$ cat src/rtl/assert_macros.svh
// Assertion macros for the RTL.
`ifndef ASSERT_MACROS_SVH
`define ASSERT_MACROS_SVH

`ifndef SYNTH

`define ASSERT_ALWAYS(label, clk, rstn, expr) \
	label: assert property (@(posedge clk) disable iff (!rstn) (expr)) \
		else $error("invariant violated");

`define ASSERT_IMPLIES(label, clk, rstn, ante, cons) \
	label: assert property (@(posedge clk) disable iff (!rstn) (ante) |-> (cons)) \
		else $error("implication violated");

`define ASSERT_NEXT(label, clk, rstn, ante, cons) \
	label: assert property (@(posedge clk) disable iff (!rstn) (ante) |=> (cons)) \
		else $error("next-cycle implication violated");

`else

`define ASSERT_ALWAYS(label, clk, rstn, expr)
`define ASSERT_IMPLIES(label, clk, rstn, ante, cons)
`define ASSERT_NEXT(label, clk, rstn, ante, cons)

`endif

`endif

$ cat src/rtl/vrr_pkg.sv
package vrr_pkg;

	localparam int MAX_CELLS  = 64;
	localparam int COORD_BITS = 16;
	localparam int CNT_W      = $clog2(MAX_CELLS + 1);
	localparam int DATA_W     = ((3 * COORD_BITS + 7) / 8) * 8;

	localparam logic [1:0] AXIS_X    = 2'd0;
	localparam logic [1:0] AXIS_Y    = 2'd1;
	localparam logic [1:0] AXIS_Z    = 2'd2;
	localparam logic [1:0] AXIS_NONE = 2'd3;

	typedef logic signed [COORD_BITS-1:0] coord_t;

	typedef struct packed {
		coord_t z;
		coord_t y;
		coord_t x;
	} cell_t;

	typedef struct packed {
		logic       enable;
		logic [1:0] axis;
		logic       cw;
	} rot_cfg_t;

	localparam coord_t COORD_MAX = coord_t'({1'b0, {(COORD_BITS-1){1'b1}}});
	localparam coord_t COORD_MIN = coord_t'({1'b1, {(COORD_BITS-1){1'b0}}});

	function automatic coord_t neg_sat(coord_t a);
		coord_t r;
		if (a == COORD_MIN) begin
			r = COORD_MAX;
		end else begin
			r = -a;
		end
		return r;
	endfunction

	function automatic coord_t sub_sat(coord_t a, coord_t b);
		logic signed [COORD_BITS:0] d;
		coord_t r;
		d = {a[COORD_BITS-1], a} - {b[COORD_BITS-1], b};
		if (d[COORD_BITS] != d[COORD_BITS-1]) begin
			r = d[COORD_BITS] ? COORD_MIN : COORD_MAX;
		end else begin
			r = d[COORD_BITS-1:0];
		end
		return r;
	endfunction

endpackage

$ cat src/rtl/vrr_cell.sv
module vrr_cell (
	input  logic          clk,
	input  logic          shift,
	input  logic          write,
	input  vrr_pkg::cell_t nbr,
	input  vrr_pkg::cell_t wdata,
	output vrr_pkg::cell_t data
);
	import vrr_pkg::*;

	cell_t data_q;

	always_ff @(posedge clk) begin
		if (shift) begin
			data_q <= nbr;
		end else if (write) begin
			data_q <= wdata;
		end
	end

	assign data = data_q;

endmodule

$ cat src/rtl/vrr_rotate.sv
module vrr_rotate (
	input  vrr_pkg::rot_cfg_t cfg,
	input  vrr_pkg::cell_t    cin,
	output vrr_pkg::cell_t    cout
);
	import vrr_pkg::*;

	always_comb begin
		cout = cin;
		if (cfg.enable) begin
			case (cfg.axis)
				AXIS_X: begin
					cout.y = cfg.cw ? neg_sat(cin.z) : cin.z;
					cout.z = cfg.cw ? cin.y : neg_sat(cin.y);
				end
				AXIS_Y: begin
					cout.x = cfg.cw ? cin.z : neg_sat(cin.z);
					cout.z = cfg.cw ? neg_sat(cin.x) : cin.x;
				end
				AXIS_Z: begin
					cout.x = cfg.cw ? neg_sat(cin.y) : cin.y;
					cout.y = cfg.cw ? cin.x : neg_sat(cin.x);
				end
				default: begin
					cout = cin;
				end
			endcase
		end
	end

endmodule

$ cat src/rtl/voxel_rotate_and_recenter.sv
// Rotate-and-recenter for a set of 3D cell coordinates.
// s_axis carries one cell per word (tdata: cell_x, cell_y, cell_z from bit 0),
// tlast marks the final cell of the set. Cells load at one word per cycle;
// each is rotated by the current cfg settings and the bounding box is updated
// as it is stored in a row of MAX_CELLS shift cells. Cells past MAX_CELLS are
// dropped and flagged.
// After the final word, s_axis_tready drops; ST_CENTER forms the center
// floor((min+max)/2), or zero when rotation is on with axis AXIS_NONE; then
// the stored cells stream out on m_axis, oldest first, one word per cycle
// while m_axis_tready allows, as the cell row shifts toward its head.
// m_axis is a registered stage: when m_axis_tready is low, the word holds and
// the cell row stops shifting. s_axis_tready is low until the whole set has
// been handed to the output register.
// cfg: cfg_index 0 rotate_enable, 1 rotate_axis, 2 rotate_clockwise; other
// indexes are ignored. cfg_ready is always high.
// Reset clears the cell count, drop flag, output valid and config registers
// (rotation off, axis Z, anticlockwise); stored cells need no clearing.
module voxel_rotate_and_recenter (
	input  logic                       clk,
	input  logic                       arst_n,
	input  logic                       s_axis_tvalid,
	output logic                       s_axis_tready,
	input  logic [vrr_pkg::DATA_W-1:0] s_axis_tdata,  // cell_x, cell_y, cell_z
	input  logic                       s_axis_tlast,  // final_cell
	output logic                       m_axis_tvalid,
	input  logic                       m_axis_tready,
	output logic [vrr_pkg::DATA_W-1:0] m_axis_tdata,  // out_x, out_y, out_z
	output logic                       m_axis_tlast,  // run_end
	output logic                       m_axis_tuser,  // overflowed
	input  logic                       cfg_valid,
	output logic                       cfg_ready,
	input  logic [1:0]                 cfg_index,
	input  logic [1:0]                 cfg_data
);
	import vrr_pkg::*;
	`include "assert_macros.svh"

	localparam logic [1:0] REG_ROT_EN   = 2'd0;
	localparam logic [1:0] REG_ROT_AXIS = 2'd1;
	localparam logic [1:0] REG_ROT_CW   = 2'd2;

	typedef enum logic [1:0] {ST_LOAD, ST_CENTER, ST_EMIT} state_t;

	state_t           state_q;
	logic [CNT_W-1:0] count_q;
	logic [CNT_W-1:0] left_q;
	logic             drop_q;
	logic             no_center_q;
	cell_t            low_q;
	cell_t            high_q;
	cell_t            center_q;
	rot_cfg_t         cfg_q;
	logic             m_valid_q;
	logic             m_last_q;
	logic             m_user_q;
	cell_t            m_cell_q;

	cell_t            in_cell;
	cell_t            rot_cell;
	cell_t            head;
	cell_t            cell_data [MAX_CELLS];
	logic             in_acc;
	logic             has_room;
	logic             store;
	logic             emit_go;
	logic             shift;
	logic signed [COORD_BITS:0] sum_x, sum_y, sum_z;

	assign in_cell.x = s_axis_tdata[COORD_BITS-1:0];
	assign in_cell.y = s_axis_tdata[2*COORD_BITS-1:COORD_BITS];
	assign in_cell.z = s_axis_tdata[3*COORD_BITS-1:2*COORD_BITS];

	assign s_axis_tready = (state_q == ST_LOAD);
	assign cfg_ready     = 1'b1;
	assign in_acc        = s_axis_tvalid && s_axis_tready;
	assign has_room      = (count_q < CNT_W'(MAX_CELLS));
	assign store         = in_acc && has_room;
	assign emit_go       = (state_q == ST_EMIT) && (!m_valid_q || m_axis_tready);
	assign shift         = emit_go;

	vrr_rotate u_rot (
		.cfg  (cfg_q),
		.cin  (in_cell),
		.cout (rot_cell)
	);

	for (genvar i = 0; i < MAX_CELLS; i++) begin : g_cell
		cell_t nbr;
		if (i == MAX_CELLS - 1) begin : g_tail
			assign nbr = cell_data[i];
		end else begin : g_mid
			assign nbr = cell_data[i+1];
		end
		vrr_cell u_cell (
			.clk   (clk),
			.shift (shift),
			.write (store && (count_q == CNT_W'(i))),
			.nbr   (nbr),
			.wdata (rot_cell),
			.data  (cell_data[i])
		);
	end

	assign head  = cell_data[0];
	assign sum_x = {low_q.x[COORD_BITS-1], low_q.x} + {high_q.x[COORD_BITS-1], high_q.x};
	assign sum_y = {low_q.y[COORD_BITS-1], low_q.y} + {high_q.y[COORD_BITS-1], high_q.y};
	assign sum_z = {low_q.z[COORD_BITS-1], low_q.z} + {high_q.z[COORD_BITS-1], high_q.z};

	always_ff @(posedge clk or negedge arst_n) begin
		if (!arst_n) begin
			cfg_q.enable <= 1'b0;
			cfg_q.axis   <= AXIS_Z;
			cfg_q.cw     <= 1'b0;
		end else if (cfg_valid) begin
			case (cfg_index)
				REG_ROT_EN:   cfg_q.enable <= cfg_data[0];
				REG_ROT_AXIS: cfg_q.axis   <= cfg_data;
				REG_ROT_CW:   cfg_q.cw     <= cfg_data[0];
				default:      cfg_q        <= cfg_q;
			endcase
		end
	end

	always_ff @(posedge clk) begin
		if (store) begin
			if (count_q == '0 || rot_cell.x < low_q.x) low_q.x <= rot_cell.x;
			if (count_q == '0 || rot_cell.y < low_q.y) low_q.y <= rot_cell.y;
			if (count_q == '0 || rot_cell.z < low_q.z) low_q.z <= rot_cell.z;
			if (count_q == '0 || rot_cell.x > high_q.x) high_q.x <= rot_cell.x;
			if (count_q == '0 || rot_cell.y > high_q.y) high_q.y <= rot_cell.y;
			if (count_q == '0 || rot_cell.z > high_q.z) high_q.z <= rot_cell.z;
		end
		if (state_q == ST_CENTER) begin
			if (no_center_q) begin
				center_q <= '0;
			end else begin
				center_q.x <= sum_x[COORD_BITS:1];
				center_q.y <= sum_y[COORD_BITS:1];
				center_q.z <= sum_z[COORD_BITS:1];
			end
		end
		if (emit_go) begin
			m_cell_q.x <= sub_sat(head.x, center_q.x);
			m_cell_q.y <= sub_sat(head.y, center_q.y);
			m_cell_q.z <= sub_sat(head.z, center_q.z);
			m_last_q   <= (left_q == CNT_W'(1));
			m_user_q   <= drop_q;
		end
	end

	always_ff @(posedge clk or negedge arst_n) begin
		if (!arst_n) begin
			state_q     <= ST_LOAD;
			count_q     <= '0;
			left_q      <= '0;
			drop_q      <= 1'b0;
			no_center_q <= 1'b0;
			m_valid_q   <= 1'b0;
		end else begin
			if (emit_go) begin
				m_valid_q <= 1'b1;
			end else if (m_axis_tready) begin
				m_valid_q <= 1'b0;
			end
			case (state_q)
				ST_LOAD: begin
					if (in_acc) begin
						if (has_room) begin
							count_q <= count_q + CNT_W'(1);
						end else begin
							drop_q <= 1'b1;
						end
						if (s_axis_tlast) begin
							no_center_q <= cfg_q.enable && (cfg_q.axis == AXIS_NONE);
							state_q     <= ST_CENTER;
						end
					end
				end
				ST_CENTER: begin
					left_q  <= count_q;
					state_q <= ST_EMIT;
				end
				ST_EMIT: begin
					if (emit_go) begin
						left_q <= left_q - CNT_W'(1);
						if (left_q == CNT_W'(1)) begin
							count_q <= '0;
							drop_q  <= 1'b0;
							state_q <= ST_LOAD;
						end
					end
				end
				default: begin
					state_q <= ST_LOAD;
				end
			endcase
		end
	end

	assign m_axis_tvalid = m_valid_q;
	assign m_axis_tdata  = DATA_W'({m_cell_q.z, m_cell_q.y, m_cell_q.x});
	assign m_axis_tlast  = m_last_q;
	assign m_axis_tuser  = m_user_q;

	`ASSERT_ALWAYS(a_count_bound, clk, arst_n, count_q <= CNT_W'(MAX_CELLS))
	`ASSERT_IMPLIES(a_load_idle, clk, arst_n, state_q == ST_LOAD, left_q == '0)
	`ASSERT_NEXT(a_set_done, clk, arst_n, emit_go && (left_q == CNT_W'(1)), (state_q == ST_LOAD) && (count_q == '0) && m_axis_tlast)
	`ASSERT_NEXT(a_drop_set, clk, arst_n, in_acc && !has_room && !s_axis_tlast, drop_q)

endmodule
$ cat config.mk
export PLATFORM = sky130hd
export DESIGN_NAME = voxel_rotate_and_recenter
export DESIGN_NICKNAME = d
export VERILOG_FILES = /design/src/rtl/vrr_pkg.sv /design/src/rtl/vrr_cell.sv /design/src/rtl/vrr_rotate.sv /design/src/rtl/voxel_rotate_and_recenter.sv
export VERILOG_INCLUDE_DIRS = /design/src /design/src/rtl
export SDC_FILE = /design/constraint.sdc
export NUM_CORES = 2
export LEC_CHECK = 0
export BUFFER_PORTS_ARGS = -buffer_cell sky130_fd_sc_hd__buf_2
export CORE_MARGIN = 2
export CORE_UTILIZATION = 61
export DETAILED_ROUTE_END_ITERATION = 10
export GPL_ROUTABILITY_DRIVEN = 0
export PLACE_DENSITY_LB_ADDON = 0.25
export SYNTH_ARGS = -nofsm -noshare
export SYNTH_HDL_FRONTEND = slang
export SYNTH_SLANG_ARGS = --single-unit
$ cat constraint.sdc
create_clock -name clk -period 8.54 [get_ports clk]
set_input_delay 1.281 -clock clk [delete_from_list [all_inputs] [get_ports clk]]
set_output_delay 1.281 -clock clk [all_outputs]
set_load 0.03 [all_outputs]
==> impl_metrics.yaml <==
synthesis:
  synth_fa_ha_area_share_pct: 1.94
  yosysSeqAreaShare_pct: 72.2
  synth_cell_types: 88
  synth.largest_area_cell: "edfxtp_1"
  synthesis.nets: 9180
  async_flop_share_pct: 0.699
  syn_area_per_cell_um2: 15.3
  synth-simple-area-share_pct: 2.37
  synth_edf_count: 3266
  synth_warnings: 0
  synth_top_family_by_area: "compound AO/OA/AOI/OAI gates"
  ys_seq_elements: 3289
  synth-compound-area-share_pct: 20.1
  netlist_top_cells_area: "edfxtp_1, o21a_1, a21o_1"
  synth_xor_area_share_pct: 0.353
  synthMuxAreaShare_pct: 0.0870
  syn_inst: 8917
  synth_ff_type: "edfxtp_1"
  synth_top_area_share_pct: 71.8
  syn_area_um2: 137000
detailed_routing:
  wire_per_inst_um: 25.8
  routed_wirelength_mm: 309
  first_iter_violations: 9477
  vias_per_cell: 6.50
  vias: 77655
  first_pass_iters: 11
  ant_nets: 0
  drc: 3
finish:
  fill_cells: 14748
  ff_latch_area_um2: 98700
  finish.net_count: 8981
  syn_to_final_growth_pct: 9.79
  drive_above_1_share_pct: 9.38
  multiInputGateArea_um2: 34900
  layout_common_cells: "edfxtp_1, o21a_1, a21o_1"
  layout_commonest_cell: "edfxtp_1"
job:
  cap_violations: 0
global_routing:
  grt_use_met1_pct: 37.0
  grt_max_degree: 218
  top_usage_layer: "met2"
  overflow: 0
  grt_first_pass_wirelength_mm: 473
  grt_pass1_vias: 78756
  met3_usage_pct: 6.08
  use_met2_pct: 43.1
  grt_use_total_pct: 26.9
  antenna_found_initial: 14
timing:
  finalMaxSlewViolations: 0
  post-route-period-util_pct: 72.6
  finClkSkew_ns: 0.0624
  hold_viol: 0
  period_minus_slack_ns: 6.20
  tightest_slew_ns: 1.41
  setup_viol: 0
  rsz0062_at_grt: "no"
  slew_headroom_pct: 6.28
  max_freq_mhz: 161
  tns_ns: 0
worst_setup_path:
  path_common_cell: "buf_4"
  critPathKind: "reg2reg"
  cp_top_family: "buffers and inverters"
  reg2regPathDepth: 17
  crit_arrival_ns: 6.84
  end_kind: "register"
  worstPathRequired_ns: 9.17
  path_cells: "buf_4 > clkinv_1 > buf_4 > o21ai_1 > o221ai_1 > o211ai_1 > o21a_1 > ha_1 > a21o_1 > a21o_1 > a21oi_1 > nor2_1 > a211oi_1 > mux2i_1 > a21oi_1 > o21ai_1 > buf_4"
  worstPathMaxFanout: 102
  setup.worst_path.start_class: "register"
  critPathBufInv: 4
  critPathSlowestCell: "clkinv_1"
  cp.depth: 17
  slowest_delay_ns: 1.03
  reg2reg_slack_ns: 2.34
min_path:
  hold_class: "in2async"
floorplan:
  core-area_um2: 223000
  start_util_pct: 61.4
  ios: 111
  die_y_um: 477
  num_rows: 173
  die_w_um: 477
  die-area_um2: 228000
pwr:
  swShare_pct: 33.6
  p_switching_mw: 22.4
  seqPwrFrac_pct: 46.3
  irDropWorstVdd_uv: 342
  p_int_mw: 44.1
  power_frac_clock_pct: 21.0
  powerDensity_nw_per_um2: 443
  p_total_mw: 66.5
  p_leak_nw: 54.6
  combPwrFrac_pct: 32.6
clock_tree:
  post_cts_resize_count: 0
  hold_buffers: 0
  clkTransAtPathRegs_ns: 0.06
  htreeDepth: 5
  cts_tree: "built"
  root_buffer: "clkbuf_16"
  insertion_delay_ns: 0.95
  cts.sinks: 3289
  post_cts_buffers: 0
  clk_path_buf_depth: 4
  numCtsBuffers: 336
outcome:
  status: "finished with violations"
  violations: "design-rule violations"
placed_design:
  numPortBuffers: 109
  place_hpwl_mm: 171
[power by group through the flow]
| stage | sequential [mW] | clock, mW | combinational (mW) |
|---|---|---|---|
| floorplan | 31.1 | 0 | 14.6 |
| global placement | 30.9 | 0 | 20.9 |
| detailed placement | 31.1 | 0 | 21.5 |
| CTS | 30.8 | 14.2 | 21.7 |
| global route | 31.4 | 14.8 | 23.5 |
| finish | 30.8 | 14.0 | 21.7 |
[cell usage after synthesis (8+ instances only)]
master       n
a211o_1      8
a211oi_1    18
a21boi_0     9
a21o_1    1059
a21oi_1    157
a22o_1      29
a31o_2       9
a31oi_1     24
and2_1      21
and3_1      17
buf_2      222
buf_4        9
clkbuf_1   535
dfrtp_1     22
edfxtp_1  3266
ha_1       199
inv_1      195
nand2_1    126
nand2b_1    59
nand3_1     43
nand3b_1     9
nand4_1     27
nor2_1     137
nor2b_1     36
nor3_1      44
nor3b_1      9
nor4_1      11
nor4b_1      9
o211ai_1    18
o21a_1    2050
o21ai_0    213
o21ai_1      8
o221ai_1    32
o22ai_1     23
o31ai_1     23
or2_2       15
or3_1       30
or4_1        8
xnor2_1     27
xor2_1      28
[stage by stage]
step	setup slack [ns]	hold slack, ns	instance area (µm²)	std cells	utilization, %
2_1_floorplan	1.36	0.425	137000	8917	-
3_3_place_gp	2.32	0.452	140000	11355	62.8
3_5_place_dp	2.26	0.454	140000	11355	62.8
4_1_cts	2.71	0.299	150000	11937	67.4
5_1_grt	2.09	0.342	150000	11945	67.4
6_report	2.34	0.334	150000	11952	67.4
[layer usage]
metal / part of all wire [%] / wire length (µm)
met3: 8.5 / 26300
met4: 3.3 / 10100
met1: 40 / 124000
met5: 0.12 / 375
met2: 48 / 148000
[cells by family after synthesis]
logic type	count (synthesis)
multiplexers	11
XOR/XNOR	55
flip-flops	3289
other	1
AND/OR/NAND/NOR	619
AO/OA/AOI/OAI	3758
buffers and inverters	975
adder cells (fa/ha/maj)	209
[registers in the layout, summed over array words and instances (netlist names)]
name and count:
m_axis_tuser 1, m_axis_tlast 1, m_axis_tvalid 1, left_q 7
no_center_q 1, g_cell.u_cell.data 3072, cfg_q 4, high_q 48
drop_q 1, m_axis_tdata 48, center_q 48, low_q 48
count_q 7, state_q 2
[layout make-up]
type / count / area share, %
clock inverter: 170 / 0.979
tap: 2975 / 2.48
clock buffer: 412 / 5.87
antenna: 15 / 0.0250
inverter: 195 / 0.493
sequential: 3289 / 65.8
timing repair buffer: 243 / 1.10
multi-input combinational: 4653 / 23.3
[worst reg2reg max path: stages, from the launching register on]
cell,delay [ns]
dfrtp_2,0.34
buf_4,0.73
clkinv_1,1.10
buf_4,0.59
o21ai_1,0.38
o221ai_1,0.21
o211ai_1,0.25
o21a_1,0.34
ha_1,0.31
a21o_1,0.16
a21o_1,0.18
a21oi_1,0.15
nor2_1,0.06
a211oi_1,0.34
mux2i_1,0.23
a21oi_1,0.10
o21ai_1,0.13
buf_4,0.27
[path summary, 6_finish.rpt]
kind                       startpoint      endpoint
max                          cfg_q[0]      low_q[8]
min                            arst_n      cfg_q[0]
max reg2reg                  cfg_q[0]      low_q[8]
min reg2reg                    drop_q  m_axis_tuser
max in group asynchronous      arst_n     left_q[5]
min in group clk               drop_q  m_axis_tuser
Note: power is estimated with default switching activity, not from simulation.
